--- src/hdl/ppu_pkg.sv ---
// ----------------------------------------------------------------------------
// ppu_pkg: shared types and constants for the particle pool update block
// Field widths, fixed-point constants, opcodes, register indexes, the command
// record passed from the front end to the back end, and the saturation helper.
// ----------------------------------------------------------------------------
package ppu_pkg;

  localparam int PARTICLES_DEF = 32;
  localparam int PARTICLES_MAX = 64;
  localparam int SLOT_W        = 6;
  localparam int FIX_W         = 32;
  localparam int SHADE_W       = 7;
  localparam int DT_W          = 20;
  localparam int JIT_W         = 4;
  localparam int CFG_IDX_W     = 2;
  localparam int WIDE_W        = 40;

  // life of a fresh particle: 10.0 in Q16.16
  localparam logic signed [FIX_W-1:0] LIFE_FULL = 32'sd655360;
  // velocity scale 0.1 is a rounded divide by this constant
  localparam int VEL_DIV   = 10;
  // reciprocal of ten: floor(n * VEL_RECIP >> VEL_SHIFT) is n / 10 for any 32-bit n
  localparam logic [FIX_W-1:0] VEL_RECIP = 32'hCCCCCCCD;
  localparam int VEL_SHIFT = 35;

  localparam int Q_DEPTH = 2;
  localparam int Q_PTR_W = 1;

  localparam logic [CFG_IDX_W-1:0] REG_OFFSET_X = 2'd0;
  localparam logic [CFG_IDX_W-1:0] REG_OFFSET_Y = 2'd1;
  localparam logic [CFG_IDX_W-1:0] REG_OFFSET_Z = 2'd2;

  typedef enum logic {
    OP_SPAWN   = 1'b0,
    OP_ADVANCE = 1'b1
  } op_t;

  typedef enum logic [1:0] {
    F_IDLE,
    F_DIV,
    F_PUSH
  } front_state_t;

  typedef enum logic [2:0] {
    B_IDLE,
    B_SCAN,
    B_SPAWN,
    B_RD,
    B_MUL,
    B_RND,
    B_UPD
  } back_state_t;

  typedef struct packed {
    op_t                      op;
    logic signed [FIX_W-1:0]  pos_x;
    logic signed [FIX_W-1:0]  pos_y;
    logic signed [FIX_W-1:0]  pos_z;
    logic signed [FIX_W-1:0]  vel_x;
    logic signed [FIX_W-1:0]  vel_y;
    logic signed [FIX_W-1:0]  vel_z;
    logic [SHADE_W-1:0]       shade;
    logic [DT_W-1:0]          dt;
  } cmd_t;

  // queue status seen by both ends
  typedef struct packed {
    logic empty;
    logic full;
  } q_stat_t;

  function automatic logic signed [FIX_W-1:0] sat32(input logic signed [WIDE_W-1:0] x);
    logic signed [WIDE_W-1:0] hi;
    logic signed [WIDE_W-1:0] lo;
    hi = 40'sh007FFFFFFF;
    lo = -40'sh0080000000;
    if (x > hi) begin
      sat32 = 32'sh7FFFFFFF;
    end else if (x < lo) begin
      sat32 = 32'sh80000000;
    end else begin
      sat32 = x[FIX_W-1:0];
    end
  endfunction

endpackage

--- src/hdl/ppu_front.sv ---
// ----------------------------------------------------------------------------
// ppu_front: item intake, offset registers and spawn preparation
// Takes one item, forms the spawn position and, for a spawn, scales the three
// velocity components by a tenth with a reciprocal multiply; every item is then queued.
// ----------------------------------------------------------------------------
module ppu_front (
  input  logic                                clk,
  input  logic                                rst,
  input  logic                                item_valid,
  output logic                                item_stall,
  input  logic                                opcode,
  input  logic signed [ppu_pkg::FIX_W-1:0]    src_pos_x,
  input  logic signed [ppu_pkg::FIX_W-1:0]    src_pos_y,
  input  logic signed [ppu_pkg::FIX_W-1:0]    src_pos_z,
  input  logic signed [ppu_pkg::FIX_W-1:0]    src_vel_x,
  input  logic signed [ppu_pkg::FIX_W-1:0]    src_vel_y,
  input  logic signed [ppu_pkg::FIX_W-1:0]    src_vel_z,
  input  logic signed [ppu_pkg::JIT_W-1:0]    jitter,
  input  logic [ppu_pkg::SHADE_W-1:0]         shade_pick,
  input  logic [ppu_pkg::DT_W-1:0]            step_time,
  input  logic                                cfg_valid,
  output logic                                cfg_ready,
  input  logic [ppu_pkg::CFG_IDX_W-1:0]       cfg_index,
  input  logic [ppu_pkg::FIX_W-1:0]           cfg_data,
  output logic                                push,
  output ppu_pkg::cmd_t                       push_cmd,
  input  ppu_pkg::q_stat_t                    q_stat
);

  localparam int LANES = 3;
  localparam int NUM_W = ppu_pkg::FIX_W + 1;

  ppu_pkg::front_state_t state, state_next;

  ppu_pkg::op_t                    op;
  logic signed [ppu_pkg::FIX_W-1:0] pos [LANES];
  logic signed [ppu_pkg::FIX_W-1:0] offset [LANES];
  logic signed [ppu_pkg::JIT_W-1:0] jit;
  logic [ppu_pkg::SHADE_W-1:0]     shade;
  logic [ppu_pkg::DT_W-1:0]        dt;
  logic [NUM_W-1:0]                num [LANES];
  logic [ppu_pkg::FIX_W-1:0]       quo [LANES];
  logic                            neg [LANES];
  logic [2*ppu_pkg::FIX_W-1:0]     recip [LANES];

  logic                            take;
  logic signed [ppu_pkg::FIX_W-1:0] vel_in [LANES];
  logic signed [ppu_pkg::FIX_W-1:0] pos_out [LANES];
  logic signed [ppu_pkg::FIX_W-1:0] vel_out [LANES];
  logic signed [ppu_pkg::WIDE_W-1:0] jit_wide;

  assign cfg_ready  = 1'b1;
  assign item_stall = (state != ppu_pkg::F_IDLE);
  assign take       = item_valid && !item_stall;

  assign vel_in[0] = src_vel_x;
  assign vel_in[1] = src_vel_y;
  assign vel_in[2] = src_vel_z;

  always_ff @(posedge clk) begin
    if (rst) begin
      offset[0] <= '0;
      offset[1] <= '0;
      offset[2] <= '0;
    end else if (cfg_valid && cfg_ready) begin
      case (cfg_index)
        ppu_pkg::REG_OFFSET_X: offset[0] <= cfg_data;
        ppu_pkg::REG_OFFSET_Y: offset[1] <= cfg_data;
        ppu_pkg::REG_OFFSET_Z: offset[2] <= cfg_data;
        default: ;
      endcase
    end
  end

  always_ff @(posedge clk) begin
    if (rst) begin
      state <= ppu_pkg::F_IDLE;
    end else begin
      state <= state_next;
    end
  end

  always_comb begin
    state_next = state;
    push       = 1'b0;
    case (state)
      ppu_pkg::F_IDLE: begin
        if (take) begin
          state_next = (opcode == ppu_pkg::OP_ADVANCE) ? ppu_pkg::F_PUSH : ppu_pkg::F_DIV;
        end
      end
      ppu_pkg::F_DIV: begin
        state_next = ppu_pkg::F_PUSH;
      end
      ppu_pkg::F_PUSH: begin
        if (!q_stat.full) begin
          push       = 1'b1;
          state_next = ppu_pkg::F_IDLE;
        end
      end
      default: state_next = ppu_pkg::F_IDLE;
    endcase
  end

  // (|v| + 5) / 10 by multiplying with the reciprocal of ten
  always_comb begin
    for (int k = 0; k < LANES; k++) begin
      recip[k] = {32'b0, num[k][ppu_pkg::FIX_W-1:0]} * {32'b0, ppu_pkg::VEL_RECIP};
    end
  end

  always_ff @(posedge clk) begin
    if (take) begin
      op     <= ppu_pkg::op_t'(opcode);
      pos[0] <= src_pos_x;
      pos[1] <= src_pos_y;
      pos[2] <= src_pos_z;
      jit    <= jitter;
      shade  <= shade_pick;
      dt     <= step_time;
      for (int k = 0; k < LANES; k++) begin
        neg[k] <= vel_in[k][ppu_pkg::FIX_W-1];
        num[k] <= (vel_in[k][ppu_pkg::FIX_W-1]
                   ? (-{vel_in[k][ppu_pkg::FIX_W-1], vel_in[k]})
                   : {vel_in[k][ppu_pkg::FIX_W-1], vel_in[k]})
                  + NUM_W'(ppu_pkg::VEL_DIV / 2);
      end
    end else if (state == ppu_pkg::F_DIV) begin
      for (int k = 0; k < LANES; k++) begin
        quo[k] <= ppu_pkg::FIX_W'(recip[k] >> ppu_pkg::VEL_SHIFT);
      end
    end
  end

  assign jit_wide = {{(ppu_pkg::WIDE_W-ppu_pkg::JIT_W-16){jit[ppu_pkg::JIT_W-1]}}, jit, 16'b0};

  always_comb begin
    for (int k = 0; k < LANES; k++) begin
      pos_out[k] = ppu_pkg::sat32(
          {{(ppu_pkg::WIDE_W-ppu_pkg::FIX_W){pos[k][ppu_pkg::FIX_W-1]}}, pos[k]}
        + {{(ppu_pkg::WIDE_W-ppu_pkg::FIX_W){offset[k][ppu_pkg::FIX_W-1]}}, offset[k]}
        + jit_wide);
      vel_out[k] = neg[k] ? -quo[k] : quo[k];
    end
  end

  always_comb begin
    push_cmd.op    = op;
    push_cmd.pos_x = pos_out[0];
    push_cmd.pos_y = pos_out[1];
    push_cmd.pos_z = pos_out[2];
    push_cmd.vel_x = vel_out[0];
    push_cmd.vel_y = vel_out[1];
    push_cmd.vel_z = vel_out[2];
    push_cmd.shade = shade;
    push_cmd.dt    = dt;
  end

endmodule

--- config.mk ---
export PLATFORM = sky130hd
export DESIGN_NAME = ppu_front
export DESIGN_NICKNAME = d
export VERILOG_FILES = /design/src/hdl/ppu_pkg.sv /design/src/hdl/ppu_front.sv
export SDC_FILE = /design/constraint.sdc
export NUM_CORES = 2
export LEC_CHECK = 0
export ABC_AREA = 1
export CAP_MARGIN = 25
export CORE_UTILIZATION = 38
export CTS_BUF_LIST = sky130_fd_sc_hd__clkbuf_8
export DETAILED_ROUTE_END_ITERATION = 8
export DONT_BUFFER_PORTS = 1
export HOLD_SLACK_MARGIN = 0.02
export PLACE_DENSITY = 0.61
export REMOVE_ABC_BUFFERS = 1
export SLEW_MARGIN = 30
export SYNTH_ARGS = -nofsm -noshare
export SYNTH_HDL_FRONTEND = slang
export SYNTH_SLANG_ARGS = --single-unit
--- constraint.sdc ---
create_clock -name clk -period 12.85 [get_ports clk]
set_input_delay 0.6425 -clock clk [delete_from_list [all_inputs] [get_ports clk]]
set_output_delay 0.6425 -clock clk [all_outputs]
set_load 0.02 [all_outputs]
==> reports/metrics.cfg <==
[die]
die-area_sq_um = 220000
rows = 171
initial_core_util_pct = 38.2
die_y_microns = 469
core_sq_um = 217000
die_w_microns = 469
io_pins = 487

[cts]
cts-root-buf = clkbuf_8
post_cts_buffers = 0
numCtsBuffers = 80
clk-insertion-delay-late_ns = 0.82
htreeDepth = 3
cts.path.max_buffers = 3
clkTransAtPathRegs_ns = 0.07
cts_tree = yes
numClockSinks = 412

[timing]
clock-skew-final_ns = 0.0860
fmax_mhz = 132
fin_crit_ns = 7.56
drv_slew = 0
setup_viol = 0
rsz0062_at_grt = false
worst-slew-pin-transition_ns = 1.04
fin_tns_setup_ns = 0
slew_headroom_pct = 30.4
timing.final.crit_share_pct = 58.9
finalHoldViolCount = 0

[synth]
synth_cell_types = 58
ys_seq_elements = 412
synth.top_cell.area_share_pct = 29.2
synth_area_leaders = fa_1 29%, ha_1 18%, edfxtp_1 15%
syn-cell-area_sq_um = 83000
yosysWarningCount = 0
syn_inst = 9767
synth_ff_type = edfxtp_1
synth_area_leader_cell = fa_1
syn-mean-instance-area_sq_um = 8.50
synthArstFlopShare_pct = 0
synth_edf_count = 410
yosysSeqAreaShare_pct = 14.9

[worst_setup_path]
cp_max_fo = 9
path_class = register to register
crit_path_end_kind = register
cp.arrival_ns = 8.11
cp_common_cell = fa_1
crit_chain = ha_1 > xor2_1 > inv_1 > o21ai_0 > fa_1 > fa_1 > fa_1 > fa_1 > fa_1 > ha_1 > ha_1 > nand2_1 > nor2_1 > inv_1 > nor2_1 > inv_1 > nor3_1 > nand4_1 > nand3_1 > nand3_1 > nand4_1 > nand2_1
cp-start-kind = register
crit_required_ns = 13.40
critPathSlowestCell = ha_1
slowest_delay_ns = 0.75

[final_layout]
area_delta_synth_final_pct = 7.91
mostFrequentLayoutCells = 2,340 x inv_1, 1,697 x nand2_1, 1,210 x fa_1
fin_util_pct = 41.3
drive_gt1_share_pct = 3.04
layout.nets = 12600
fillers = 21800
layout_commonest_cell = inv_1

[route]
vias_per_cell = 5.05
wirelength_microns = 278000
first_pass_iters = 6
drt-initial-drc-count = 4612
num_vias = 65000
final_antenna_net_count = 0
drc = 0
wl_per_cell_microns = 21.6

[hold_path]
hold_path.class = primary input to register

[global_routing]
track_usage_pct = 25.1
grt_pass1_vias = 68200
antenna_found_initial = 16
grt_first_pass_wirelength_microns = 417000
grt_max_degree = 72
grt_overflow = 0

[outcome]
status = completed

[job]
max_cap_violations = 0

[placed_design]
hpwlAfterDp_microns = 245000
numPortBuffers = 0
finalWeightedCongestion = 0.985

-- cell families (layout without fill, tap and decap cells) --
family	after synthesis	count (layout)	share of synthesized area [%]
DFF	412	412	14.9
other	1	12	0.00452
and+or+nand+nor	3224	3224	16.4
AOI/OAI and AO/OA	936	936	6.43
buffers and inverters	2400	2645	11.0
xor gates and xnor gates	394	394	4.26
adders and majority gates	2400	2400	47.1
-- cell usage after synthesis (all sizes together) (4+ instances only) --
| cell type | n |
|---|---|
| o21bai | 63 |
| nor2 | 918 |
| nand4 | 93 |
| a21boi | 17 |
| a211oi | 5 |
| and2 | 6 |
| o21ai | 296 |
| a31oi | 49 |
| fa | 1210 |
| nand3 | 303 |
| a21oi | 376 |
| nor3 | 83 |
| o31ai | 4 |
| edfxtp | 410 |
| or2 | 15 |
| clkbuf | 24 |
| o21a | 18 |
| nand3b | 40 |
| xnor2 | 110 |
| buf | 38 |
| inv | 2337 |
| xor2 | 284 |
| nor4 | 27 |
| o22ai | 4 |
| ha | 1190 |
| o211ai | 23 |
| a21o | 74 |
| and3 | 9 |
| nand2 | 1726 |
-- final cells by class --
class | count | area (sq um) | share of cell area [%]
flip-flops and latches | 412 | 12400 | 13.8
repair buffers | 158 | 1560 | 1.74
well taps | 2854 | 3570 | 3.98
clock buffers | 80 | 1100 | 1.23
diodes | 11 | 27.5 | 0.0307
clock inverters | 69 | 628 | 0.701
multi-input cells | 6955 | 61600 | 68.7
inverters | 2338 | 8780 | 9.79
-- state kept, by name, indices dropped and copies added, names as in the netlist --
name,flops
neg,3
num,96
jit,4
op,1
pos,96
shade,7
dt,20
quo,87
state,2
offset,96
-- worst max-delay path: cells and delay by family, from the launching register on --
kind | cells | cell delay, ns
xor+xnor | 1 | 0.37
fa+ha+maj | 8 | 4.03
flops | 1 | 0.62
buf+inv | 3 | 0.27
compound gates | 1 | 0.66
simple gates | 9 | 1.40
-- metrics by stage --
stage | setup WS, ns | cell area, sq um | hold slack [ns] | instances
final | 5.29 | 89600 | 0.133 | 12900
after global routing | 4.95 | 89600 | 0.0808 | 12900
after CTS | 5.41 | 89600 | 0.0233 | 12900
after detailed placement | 5.39 | 86400 | 0.528 | 12600
after global placement | 5.36 | 86400 | 0.513 | 12600
after floorplan | 2.01 | 82700 | 0.468 | 9705
-- routing by layer --
| layer | part of all wire (%) | vias to the layer above | global-route usage [%] |
|---|---|---|---|
| li1 | - | 30800 | - |
| met1 | 43 | 31700 | 32.6 |
| met2 | 47 | 2060 | 42.2 |
| met3 | 5.6 | 436 | 3.11 |
| met4 | 4.5 | 4 | 10.2 |
| met5 | 0.0075 | - | 0 |
-- path summary, 6_finish.rpt --
check / startpoint / end / slack (ns) / cells past startpoint
max: num[0][7] / quo[0][13] / 5.29 / 22
max reg2reg: num[0][7] / quo[0][13] / 5.29 / 22
min: cfg_data[4] / offset[0][68] / 0.13 / 2
min reg2reg: state[1] / quo[0][21] / 0.95 / 2
-- what timing repair did --
item | 4_1_cts | 5_1_grt
hold buffers | 140 | 0
endpoints found under the hold margin | 146 | 0
resized for setup | 0 | 0
endpoints found under the setup margin | 0 | 0
Power is left out: the tool's default activity adds up to more than one toggle a clock period on the data nets, which glitch-free logic cannot reach.
