==> config.mk <==
export PLATFORM = sky130hd
export DESIGN_NAME = ppu_queue
export DESIGN_NICKNAME = d
export VERILOG_FILES = /design/src/hdl/ppu_pkg.sv /design/src/hdl/ppu_queue.sv
export SDC_FILE = /design/constraint.sdc
export NUM_CORES = 1
export LEC_CHECK = 0
export ABC_AREA = 1
export BUFFER_PORTS_ARGS = -buffer_cell sky130_fd_sc_hd__buf_2
export CAP_MARGIN = 20
export CORE_UTILIZATION = 50
export DETAILED_ROUTE_END_ITERATION = 16
export HOLD_SLACK_MARGIN = 0.08
export PLACE_DENSITY = 0.77
export SLEW_MARGIN = 20
export SYNTH_ARGS = -nofsm -noshare
export SYNTH_HDL_FRONTEND = slang
export SYNTH_SLANG_ARGS = --single-unit
==> constraint.sdc <==
create_clock -name clk -period 36.8 [get_ports clk]
set_input_delay 7.36 -clock clk [delete_from_list [all_inputs] [get_ports clk]]
set_output_delay 7.36 -clock clk [all_outputs]
set_load 0.05 [all_outputs]
==> src/hdl/ppu_pkg.sv <==
// ----------------------------------------------------------------------------
// ppu_pkg: shared types and constants for the particle pool update block
// Field widths, fixed-point constants, opcodes, register indexes, the command
// record passed from the front end to the back end, and the saturation helper.
// ----------------------------------------------------------------------------
package ppu_pkg;

  localparam int PARTICLES_DEF = 32;
  localparam int PARTICLES_MAX = 64;
  localparam int SLOT_W        = 6;
  localparam int FIX_W         = 32;
  localparam int SHADE_W       = 7;
  localparam int DT_W          = 20;
  localparam int JIT_W         = 4;
  localparam int CFG_IDX_W     = 2;
  localparam int WIDE_W        = 40;

  // life of a fresh particle: 10.0 in Q16.16
  localparam logic signed [FIX_W-1:0] LIFE_FULL = 32'sd655360;
  // velocity scale 0.1 is a rounded divide by this constant
  localparam int VEL_DIV   = 10;
  // reciprocal of ten: floor(n * VEL_RECIP >> VEL_SHIFT) is n / 10 for any 32-bit n
  localparam logic [FIX_W-1:0] VEL_RECIP = 32'hCCCCCCCD;
  localparam int VEL_SHIFT = 35;

  localparam int Q_DEPTH = 2;
  localparam int Q_PTR_W = 1;

  localparam logic [CFG_IDX_W-1:0] REG_OFFSET_X = 2'd0;
  localparam logic [CFG_IDX_W-1:0] REG_OFFSET_Y = 2'd1;
  localparam logic [CFG_IDX_W-1:0] REG_OFFSET_Z = 2'd2;

  typedef enum logic {
    OP_SPAWN   = 1'b0,
    OP_ADVANCE = 1'b1
  } op_t;

  typedef enum logic [1:0] {
    F_IDLE,
    F_DIV,
    F_PUSH
  } front_state_t;

  typedef enum logic [2:0] {
    B_IDLE,
    B_SCAN,
    B_SPAWN,
    B_RD,
    B_MUL,
    B_RND,
    B_UPD
  } back_state_t;

  typedef struct packed {
    op_t                      op;
    logic signed [FIX_W-1:0]  pos_x;
    logic signed [FIX_W-1:0]  pos_y;
    logic signed [FIX_W-1:0]  pos_z;
    logic signed [FIX_W-1:0]  vel_x;
    logic signed [FIX_W-1:0]  vel_y;
    logic signed [FIX_W-1:0]  vel_z;
    logic [SHADE_W-1:0]       shade;
    logic [DT_W-1:0]          dt;
  } cmd_t;

  // queue status seen by both ends
  typedef struct packed {
    logic empty;
    logic full;
  } q_stat_t;

  function automatic logic signed [FIX_W-1:0] sat32(input logic signed [WIDE_W-1:0] x);
    logic signed [WIDE_W-1:0] hi;
    logic signed [WIDE_W-1:0] lo;
    hi = 40'sh007FFFFFFF;
    lo = -40'sh0080000000;
    if (x > hi) begin
      sat32 = 32'sh7FFFFFFF;
    end else if (x < lo) begin
      sat32 = 32'sh80000000;
    end else begin
      sat32 = x[FIX_W-1:0];
    end
  endfunction

endpackage

==> src/hdl/ppu_queue.sv <==
// ----------------------------------------------------------------------------
// ppu_queue: short command queue between front end and back end
// Two-entry register queue; the head entry is read at the read pointer only.
// ----------------------------------------------------------------------------
module ppu_queue (
  input  logic            clk,
  input  logic            rst,
  input  logic            push,
  input  ppu_pkg::cmd_t   push_cmd,
  input  logic            pop,
  output ppu_pkg::cmd_t   head,
  output ppu_pkg::q_stat_t stat
);

  ppu_pkg::cmd_t entry [ppu_pkg::Q_DEPTH];
  logic [ppu_pkg::Q_PTR_W-1:0] wptr;
  logic [ppu_pkg::Q_PTR_W-1:0] rptr;
  logic [ppu_pkg::Q_PTR_W:0]   count;

  assign head       = entry[rptr];
  assign stat.empty = (count == '0);
  assign stat.full  = (count == (ppu_pkg::Q_PTR_W+1)'(ppu_pkg::Q_DEPTH));

  always_ff @(posedge clk) begin
    if (rst) begin
      wptr  <= '0;
      rptr  <= '0;
      count <= '0;
    end else begin
      if (push) begin
        wptr <= wptr + 1'b1;
      end
      if (pop) begin
        rptr <= rptr + 1'b1;
      end
      if (push && !pop) begin
        count <= count + 1'b1;
      end else if (pop && !push) begin
        count <= count - 1'b1;
      end
    end
  end

  always_ff @(posedge clk) begin
    if (push) begin
      entry[wptr] <= push_cmd;
    end
  end

endmodule

==> run_results.csv, run 1 <==
group,metric,value,unit
run_status,outcome,"completed",
pwr,ir_drop,0.0000610,V
synth,ys_types,15,
placement,port-buffer-count,445,
synth,postSynth.asyncResetShare,0,
timing,tightest_slew,1.03,ns
pwr,total_power,1.21,mW
timing,rsz0062_at_grt,"false",
clock_network,cts_resized,0,
layout,drive_gt1_frac,0.597,
critical_path,end_kind,"output port",
clock_network,clk_pin_slew,0.06,ns
drt,dr.pass1.iters,4,
synth,synth_edf_count,440,
critical_path,reg2reg_from,"wptr",
timing,finalSetupViolCount,0,
timing,max_freq,0.0949,GHz
global_routing,overflow,0,
floorplanning,io_pins,446,
timing,worst_slack,26.26,ns
clock_network,root_buffer,"clkbuf_16",
worst_hold_path,hold_path_startpoint,"rptr",
critical_path,required,29.44,ns
timing,drv_slew,0,
placement,dp_hpwl,21600,um
worst_hold_path,hp-class,"reg -> reg",
floorplanning,num_rows,65,
timing,fin_crit_sh,0.286,
pwr,powerDensity,60.2,mW/mm2
clock_network,cts-hold-fix-buffers,0,
floorplanning,core,0.0317,mm2
global_routing,first_global_vias,8847,
synth,syn-num-nets,942,
drt,drt.antenna.violating_nets,0,
floorplanning,dieHeight,182,um
clock_network,clk_latency,0.53,ns
flow_run,maxCapViolCount,0,
critical_path,worst_setup_path_start_kind,"register",
timing,slew_headroom,0.311,
placement,dp_slack,26.80,ns
global_routing,antenna_found_initial,9,
timing,finalHoldViolCount,0,
clock_network,cts.path.max_buffers,3,
global_routing,grt_usage,0.193,
critical_path,critPathArrivalTime,3.18,ns
clock_network,cts_tree,"done",
drt,vias,8371,
drt,viasPerCell,5.12,
synth,synth_warnings,0,
synth,synthFlopType,"edfxtp_1",
synth,synth_cells,717,
drt,remaining_drc_errors,0,
pwr,p_leak,7.56,nW
timing,min_period,10.54,ns
synth,syn_avg_cell_area,22.6,um2
placement,gp_congestion,0.833,
timing,final.setup.tns,0,ns
synth,synth_seq_cells,445,
global_routing,grt_pass1_wl,48400,um
clock_network,numCtsBuffers,45,
floorplanning,start_util,0.510,
layout,area_growth,24.6,%
synth,syn-cell-area,0.0162,mm2
layout,fin_nets,1416,
critical_path,crit_type,"reg -> out",
timing,fin_skew,0.0117,ns
clock_network,h-tree-depth,2,
drt,wl_per_cell,19.9,um
synth,synth_seq_area_share,0.823,
drt,wl,32500,um
clock_network,cts.sinks,445,
global_routing,grt_max_degree,157,
floorplanning,dieWidth,182,um
critical_path,critPathMaxFanout,79,
drt,first_iter_violations,481,
floorplanning,dieArea,0.0331,mm2
clock_network,postCtsSetupBuffers,0,
cells in the mapped netlist (2+ instances only):
master    count  area, um2
buf_6        22        248
inv_1         9       33.8
dfxtp_1       5        100
nand2_1       5       18.8
buf_2         2       10.0
nor2_1        7       26.3
edfxtp_1    440      13200
mux2_2      220       2480
area by class of cell:
class                           instances  area (um2)
Sequential cell                       445       13300
Fill cell                            2171       11600
Multi-Input combinational cell        239        2580
Timing Repair Buffer                  451        2280
Clock buffer                           63        1240
Tap cell                              402         503
Clock inverter                         20         170
Inverter                                9        41.3
Antenna cell                            5        12.5
state kept, by name, summed over array words and instances, names as in the netlist, named ones only:
signal / cells
count: 2
wptr: 1
rptr: 1
entry: 440
critical path, cell delays in order (launching register included):
cell	delay, ns
dfxtp_4	0.97
buf_4	0.88
mux2_2	0.43
buf_2	0.21
per-layer routing:
layer,track usage,up-vias,wire (um)
met5,0,-,48
met4,0.0723,8,997
met3,0.0618,74,2550
met2,0.352,328,17400
met1,0.210,4146,11600
li1,-,3815,-
report_power, final:
group / total [mW] / internal (mW) / switching [mW]
Sequential: 0.597 / 0.588 / 0.00921
Clock: 0.430 / 0.251 / 0.179
Combinational: 0.186 / 0.0516 / 0.134
Total: 1.21 / 0.891 / 0.322
cell families after synthesis:
| family | after synthesis | synth area share |
|---|---|---|
| flops | 445 | 0.823 |
| mux | 220 | 0.153 |
| buf+inv | 33 | 0.0180 |
| simple gates | 15 | 0.00379 |
| compound gates | 2 | 0.000618 |
| xor+xnor | 1 | 0.000542 |
| fa+ha+maj | 1 | 0.000773 |
cells in the final DEF, fill, tap and decap left out, types with 6 or more instances in the layout:
cell type	n
buf_2	445
clkbuf_1	14
clkbuf_16	46
clkinv_1	10
edfxtp_1	440
inv_1	8
mux2_2	220
nor2_1	6
final timing paths:
check / end / slack (ns) / depth (start not counted)
max: head[81] / 26.26 / 3
min: register / 0.52 / 2
max reg2reg: entry[0][128] / 34.36 / 3
min reg2reg: register / 0.52 / 2
through the flow:
step                      hold slack, ns   util  instance area (um2)  instances
final                              0.516  0.635                20200       1634
after global routing               0.571  0.635                20100       1633
after CTS                          0.515  0.635                20100       1629
after detailed placement           0.494  0.590                18700       1546
after global placement             0.496  0.590                18700       1546
after floorplan                    0.480      -                16200        717
(Power assumes the default switching activity.)
==> run 2, diff against run 1 <==
--- a/config.mk
+++ b/config.mk
@@ -8,10 +8,10 @@
 export ABC_AREA = 1
 export BUFFER_PORTS_ARGS = -buffer_cell sky130_fd_sc_hd__buf_2
 export CAP_MARGIN = 20
-export CORE_UTILIZATION = 50
+export CORE_UTILIZATION = 47
 export DETAILED_ROUTE_END_ITERATION = 16
 export HOLD_SLACK_MARGIN = 0.08
-export PLACE_DENSITY = 0.77
+export PLACE_DENSITY = 0.76
 export SLEW_MARGIN = 20
 export SYNTH_ARGS = -nofsm -noshare
 export SYNTH_HDL_FRONTEND = slang
==> constraint.sdc (replaced) <==
create_clock -name clk -period 8.4 [get_ports clk]
set_input_delay 1.68 -clock clk [delete_from_list [all_inputs] [get_ports clk]]
set_output_delay 1.68 -clock clk [all_outputs]
set_load 0.05 [all_outputs]
==> run 2 against run 1 <==
  * Worst hold slack worse by 0.0011 ns
  * Critical path depth unchanged
  * Clock-buffer cell count down 9
  * Final area up 0.18%
  * Register-to-register slack worse by 29 ns
  * Clock skew up 0.0058 ns
  * Sequential power rose to 4.4 times the previous value
  * Power rose to 4.4 times the previous value
  * First-iteration DRC count down 18%
  * Die area up 6.3%
  * Sequential share of layout area down 0.12 points
  * Critical path type unchanged
  * Critical endpoint is now head[181]
  * Largest cell class unchanged
==> run_results.csv, run 2 (same netlist as run 1, synthesis figures left out) <==
group,metric,value,unit
placement,dp_hpwl,21000,um
timing,finalSetupViolCount,0,
floorplanning,dieHeight,188,um
critical_path,critPathMaxFanout,73,
floorplanning,start_util,0.480,
layout,layout_commonest_cell,"buf_2",
pwr,sequentialPowerShare,0.492,
timing,slew_headroom,0.315,
clock_network,h-tree-depth,2,
global_routing,grt_max_degree,122,
timing,fin_crit_sh,0.517,
clock_network,clk_latency,0.52,ns
layout,reg_top3,"entry: 440 flops, count: 2 flops",
critical_path,ff2ff_setup_slack,5.78,ns
clock_network,cts.path.max_buffers,3,
pwr,p_leak,7.56,nW
clock_network,cts_tree,"done",
placement,gp_congestion,0.782,
layout,top_register,"entry",
layout,largest_reg_flops,440,
timing,drv_slew,0,
floorplanning,dieWidth,188,um
pwr,switchingPower,1.42,mW
global_routing,overflow,0,
drt,first_iter_violations,393,
pwr,clockPowerShare,0.352,
layout,drive_gt1_frac,0.601,
timing,finalHoldViolCount,0,
pwr,powerDensity,263,mW/mm2
placement,port-buffer-count,445,
drt,wl,31800,um
drt,vias,8276,
worst_hold_path,worstHoldPathCells,2,
drt,viasPerCell,4.94,
clock_network,cts_resized,0,
critical_path,reg2reg_to,"entry[0][136]",
global_routing,grt_usage,0.176,
layout,fin_nets,1417,
pwr,total_power,5.30,mW
timing,min_period,4.34,ns
worst_hold_path,hp-class,"reg -> reg",
clock_network,cts.sinks,445,
pwr,pwr-share-comb,0.156,
global_routing,first_global_vias,8730,
timing,max_freq,0.230,GHz
timing,final.setup.tns,0,ns
global_routing,grt_pass1_wl,47300,um
floorplanning,io_pins,446,
global_routing,antenna_found_initial,7,
timing,rsz0062_at_grt,"false",
run_status,outcome,"completed",
clock_network,clk_pin_slew,0.06,ns
critical_path,end_kind,"output port",
critical_path,critPathArrivalTime,2.66,ns
drt,dr.pass1.iters,4,
drt,wl_per_cell,19.0,um
clock_network,root_buffer,"clkbuf_16",
critical_path,crit_type,"reg -> out",
pwr,switching_share,0.267,
critical_path,setup.worst_path.end,"head[181]",
layout,final_cell_mix,"buf_2 (445), edfxtp_1 (440), mux2_2 (220)",
layout,area_growth,24.8,%
layout,n_fill_cell,2505,
critical_path,reg2reg_from,"wptr",
pwr,p_int,3.88,mW
drt,remaining_drc_errors,0,
timing,fin_skew,0.0175,ns
clock_network,postCtsSetupBuffers,0,
critical_path,worst_setup_path_start_kind,"register",
floorplanning,dieArea,0.0352,mm2
critical_path,required,6.72,ns
pwr,ir_drop,0.000274,V
floorplanning,num_rows,67,
timing,tightest_slew,1.03,ns
clock_network,cts-hold-fix-buffers,0,
drt,drt.antenna.violating_nets,0,
floorplanning,core,0.0337,mm2
critical_path,r2r_cells,3,
flow_run,maxCapViolCount,0,
clock_network,numCtsBuffers,45,
## run 2: cell type report
| type | instances | area, um2 | share of cell area |
|---|---|---|---|
| Antenna cell | 2 | 5.00 | 0.000248 |
| Tap cell | 448 | 561 | 0.0278 |
| Clock buffer | 54 | 1200 | 0.0596 |
| Clock inverter | 28 | 191 | 0.00948 |
| Inverter | 9 | 41.3 | 0.00205 |
| Sequential cell | 445 | 13300 | 0.660 |
| Multi-Input combinational cell | 239 | 2580 | 0.128 |
| Timing Repair Buffer | 452 | 2290 | 0.114 |
## run 2: per-stage QoR
stage	hold WS [ns]	std cells	cell area (um2)	util	setup WS, ns
2_1_floorplan	0.480	717	16200	-	0.524
3_3_place_gp	0.494	1593	18800	0.558	4.26
3_5_place_dp	0.507	1593	18800	0.558	4.28
4_1_cts	0.521	1675	20200	0.599	3.99
5_1_grt	0.560	1677	20200	0.599	3.91
6_report	0.515	1677	20200	0.599	4.06
## run 2: worst min path at each step
stage,start,to
final,rptr,rptr
after global routing,rptr,rptr
after CTS,rptr,rptr
after detailed placement,rptr,rptr
after global placement,rptr,rptr
after floorplan,rptr,register
## run 2: critical path, cell delays in order (launching register included)
cell and delay, ns:
dfxtp_4 0.60, buf_4 0.80, mux2_2 0.43, buf_2 0.22
## run 2: per-layer routing
layer | routed length [um] | global-route usage | vias to the layer above
li1 | - | - | 3821
met1 | 11400 | 0.189 | 4039
met2 | 16700 | 0.319 | 335
met3 | 2660 | 0.0580 | 71
met4 | 993 | 0.0691 | 10
met5 | 53 | 0 | -
## run 2: power groups by stage
stage               registers (mW)  clock network, mW  logic (mW)
finish                        2.61               1.87       0.827
global route                  2.62               2.00       0.863
CTS                           2.61               1.92       0.836
detailed placement            2.65                  0       0.832
global placement              2.65                  0       0.827
floorplan                     2.66                  0       0.637
==> run 3, diff against run 2 <==
--- a/config.mk
+++ b/config.mk
@@ -8,10 +8,10 @@
 export ABC_AREA = 1
 export BUFFER_PORTS_ARGS = -buffer_cell sky130_fd_sc_hd__buf_2
 export CAP_MARGIN = 20
-export CORE_UTILIZATION = 47
+export CORE_UTILIZATION = 50
 export DETAILED_ROUTE_END_ITERATION = 16
 export HOLD_SLACK_MARGIN = 0.08
-export PLACE_DENSITY = 0.76
+export PLACE_DENSITY = 0.77
 export SLEW_MARGIN = 20
 export SYNTH_ARGS = -nofsm -noshare
 export SYNTH_HDL_FRONTEND = slang
==> constraint.sdc (replaced) <==
create_clock -name clk -period 4.5 [get_ports clk]
set_input_delay 0.9 -clock clk [delete_from_list [all_inputs] [get_ports clk]]
set_output_delay 0.9 -clock clk [all_outputs]
set_load 0.05 [all_outputs]
==> run 3 against run 2 <==
  * First-iteration DRC count decreased by 6.6%
  * Worst hold slack better by 0.0013 ns
  * Core utilization rose by 4.4 points
  * Sequential power increased by 87%
  * Clock power up 96%
  * Final area rose by 1.1%
  * Clock-buffer cell count shrank 4
  * Final cell count decreased by 1.7%
  * Sequential cell count did not move
  * Combinational power up 90%
  * Power grew 90%
==> run_results.csv, run 3 (same netlist as run 1, synthesis figures left out) <==
group,metric,value,unit
run_status,outcome,"completed",
pwr,powerDensity,494,mW/mm2
timing,fin_crit_sh,0.709,
critical_path,worst_setup_path_start_kind,"register",
layout,postLayoutCoreUtil,0.643,
drt,vias,8339,
clock_network,clk_latency,0.52,ns
critical_path,critPathSlowestCell,"dfxtp_4",
critical_path,cpLargestDelayFamily,"flip-flops",
floorplanning,core,0.0317,mm2
timing,tightest_slew,0.685,ns
critical_path,end_kind,"output port",
floorplanning,dieArea,0.0331,mm2
floorplanning,io_pins,446,
critical_path,required,3.60,ns
placement,gp_congestion,0.791,
critical_path,critPathMaxFanout,40,
drt,wl_per_cell,19.7,um
global_routing,antenna_found_initial,11,
layout,area_growth,26.2,%
critical_path,critPathArrivalTime,2.29,ns
placement,dp_hpwl,22000,um
clock_network,h-tree-depth,2,
layout,largest_reg_flops,440,
worst_hold_path,hp-class,"reg -> reg",
clock_network,cts-hold-fix-buffers,0,
global_routing,grt_max_degree,97,
pwr,p_leak,7.67,nW
critical_path,critPathBufInv,2,
timing,rsz0062_at_grt,"false",
critical_path,path_cells,"buf_4 -> mux2_2 -> buf_2",
drt,remaining_drc_errors,0,
floorplanning,dieWidth,182,um
layout,fin_nets,1429,
pwr,switchingPower,2.63,mW
pwr,sequentialPowerShare,0.482,
timing,fin_skew,0.0112,ns
timing,drv_slew,0,
layout,final_cell_mix,"buf_2 (445), edfxtp_1 (440), mux2_2 (220)",
clock_network,cts.sinks,445,
critical_path,ff2ff_setup_slack,2.57,ns
global_routing,grt_usage,0.190,
drt,wl,32500,um
pwr,ir_drop,0.000378,V
clock_network,numCtsBuffers,44,
drt,drt.antenna.violating_nets,0,
clock_network,clk_pin_slew,0.05,ns
global_routing,overflow,0,
timing,max_freq,0.313,GHz
layout,reg_top3,"entry: 440 flops, count: 2 flops",
global_routing,first_global_vias,8810,
global_routing,grt_pass1_wl,47300,um
layout,drive_gt1_frac,0.609,
pwr,clockPowerShare,0.362,
timing,min_period,3.19,ns
floorplanning,dieHeight,182,um
pwr,pwr-share-comb,0.155,
timing,finalHoldViolCount,0,
pwr,switching_share,0.260,
clock_network,cts_tree,"done",
drt,dr.pass1.iters,4,
timing,finalSetupViolCount,0,
layout,top_register,"entry",
drt,first_iter_violations,367,
placement,port-buffer-count,445,
clock_network,cts.path.max_buffers,3,
flow_run,maxCapViolCount,0,
critical_path,slowest_delay,0.73,ns
clock_network,cts_resized,0,
drt,viasPerCell,5.06,
floorplanning,num_rows,65,
clock_network,root_buffer,"clkbuf_16",
clock_network,postCtsSetupBuffers,0,
floorplanning,start_util,0.510,
pwr,total_power,10.1,mW
pwr,p_int,7.47,mW
critical_path,crit_type,"reg -> out",
layout,layout_commonest_cell,"buf_2",
timing,slew_headroom,0.542,
## run 3: cell count changes in the layout (fill, tap and decap cells not counted), moves of 3 or more
cell	previous run	this run
diode_2	2	10
inv_6	4	0
bufinv_16	2	7
buf_4	6	13
clkinv_1	13	10
buf_12	1	7
## run 3: path summary, 6_finish.rpt
kind            start            end  cells after the start
max          register      head[203]                      3
min              rptr       register                      2
max reg2reg      wptr  entry[0][137]                      2
min reg2reg      rptr       register                      2
## run 3: routing by layer
metal / share of wire / global-route usage / vias to the layer above
met2: 0.53 / 0.341 / 354
met5: 0.00040 / 0 / -
met4: 0.037 / 0.0887 / 2
li1: - / - / 3836
met3: 0.086 / 0.0622 / 76
met1: 0.35 / 0.200 / 4071
## run 3: area by class of cell
type                       instances  area, um2
inverter                           9       50.0
fill                            2200      11300
multi-input combinational        239       2590
clock buffer                      50       1140
antenna                           10       25.0
clock inverter                    28        309
sequential                       445      13300
timing repair buffer             465       2460
tap                              402        503
## run 3: power by group through the flow
stage	Combinational, mW	Clock, mW	Sequential [mW]
after floorplan	1.19	0	4.95
after global placement	1.56	0	4.94
after detailed placement	1.57	0	4.96
after CTS	1.58	3.73	4.87
after global routing	1.63	3.90	4.88
final	1.57	3.66	4.87
## run 3: through the flow
stage / hold slack, ns / setup WS, ns / instances / setup TNS, ns / instance area (um2)
finish: 0.516 / 1.31 / 1648 / 0 / 20400
global route: 0.535 / 1.16 / 1648 / 0 / 20400
CTS: 0.526 / 1.23 / 1637 / 0 / 20400
detailed placement: 0.512 / 1.58 / 1559 / 0 / 18900
global placement: 0.490 / 1.61 / 1559 / 0 / 18900
floorplan: 0.480 / -0.121 / 717 / -44.59 / 16200
## run 3: worst min-delay path, delay by kind of cell, from the launching register on
kind	cells	cell delay, ns
AND/OR/NAND/NOR	1	0.07
XOR/XNOR	1	0.09
flip-flops	1	0.32
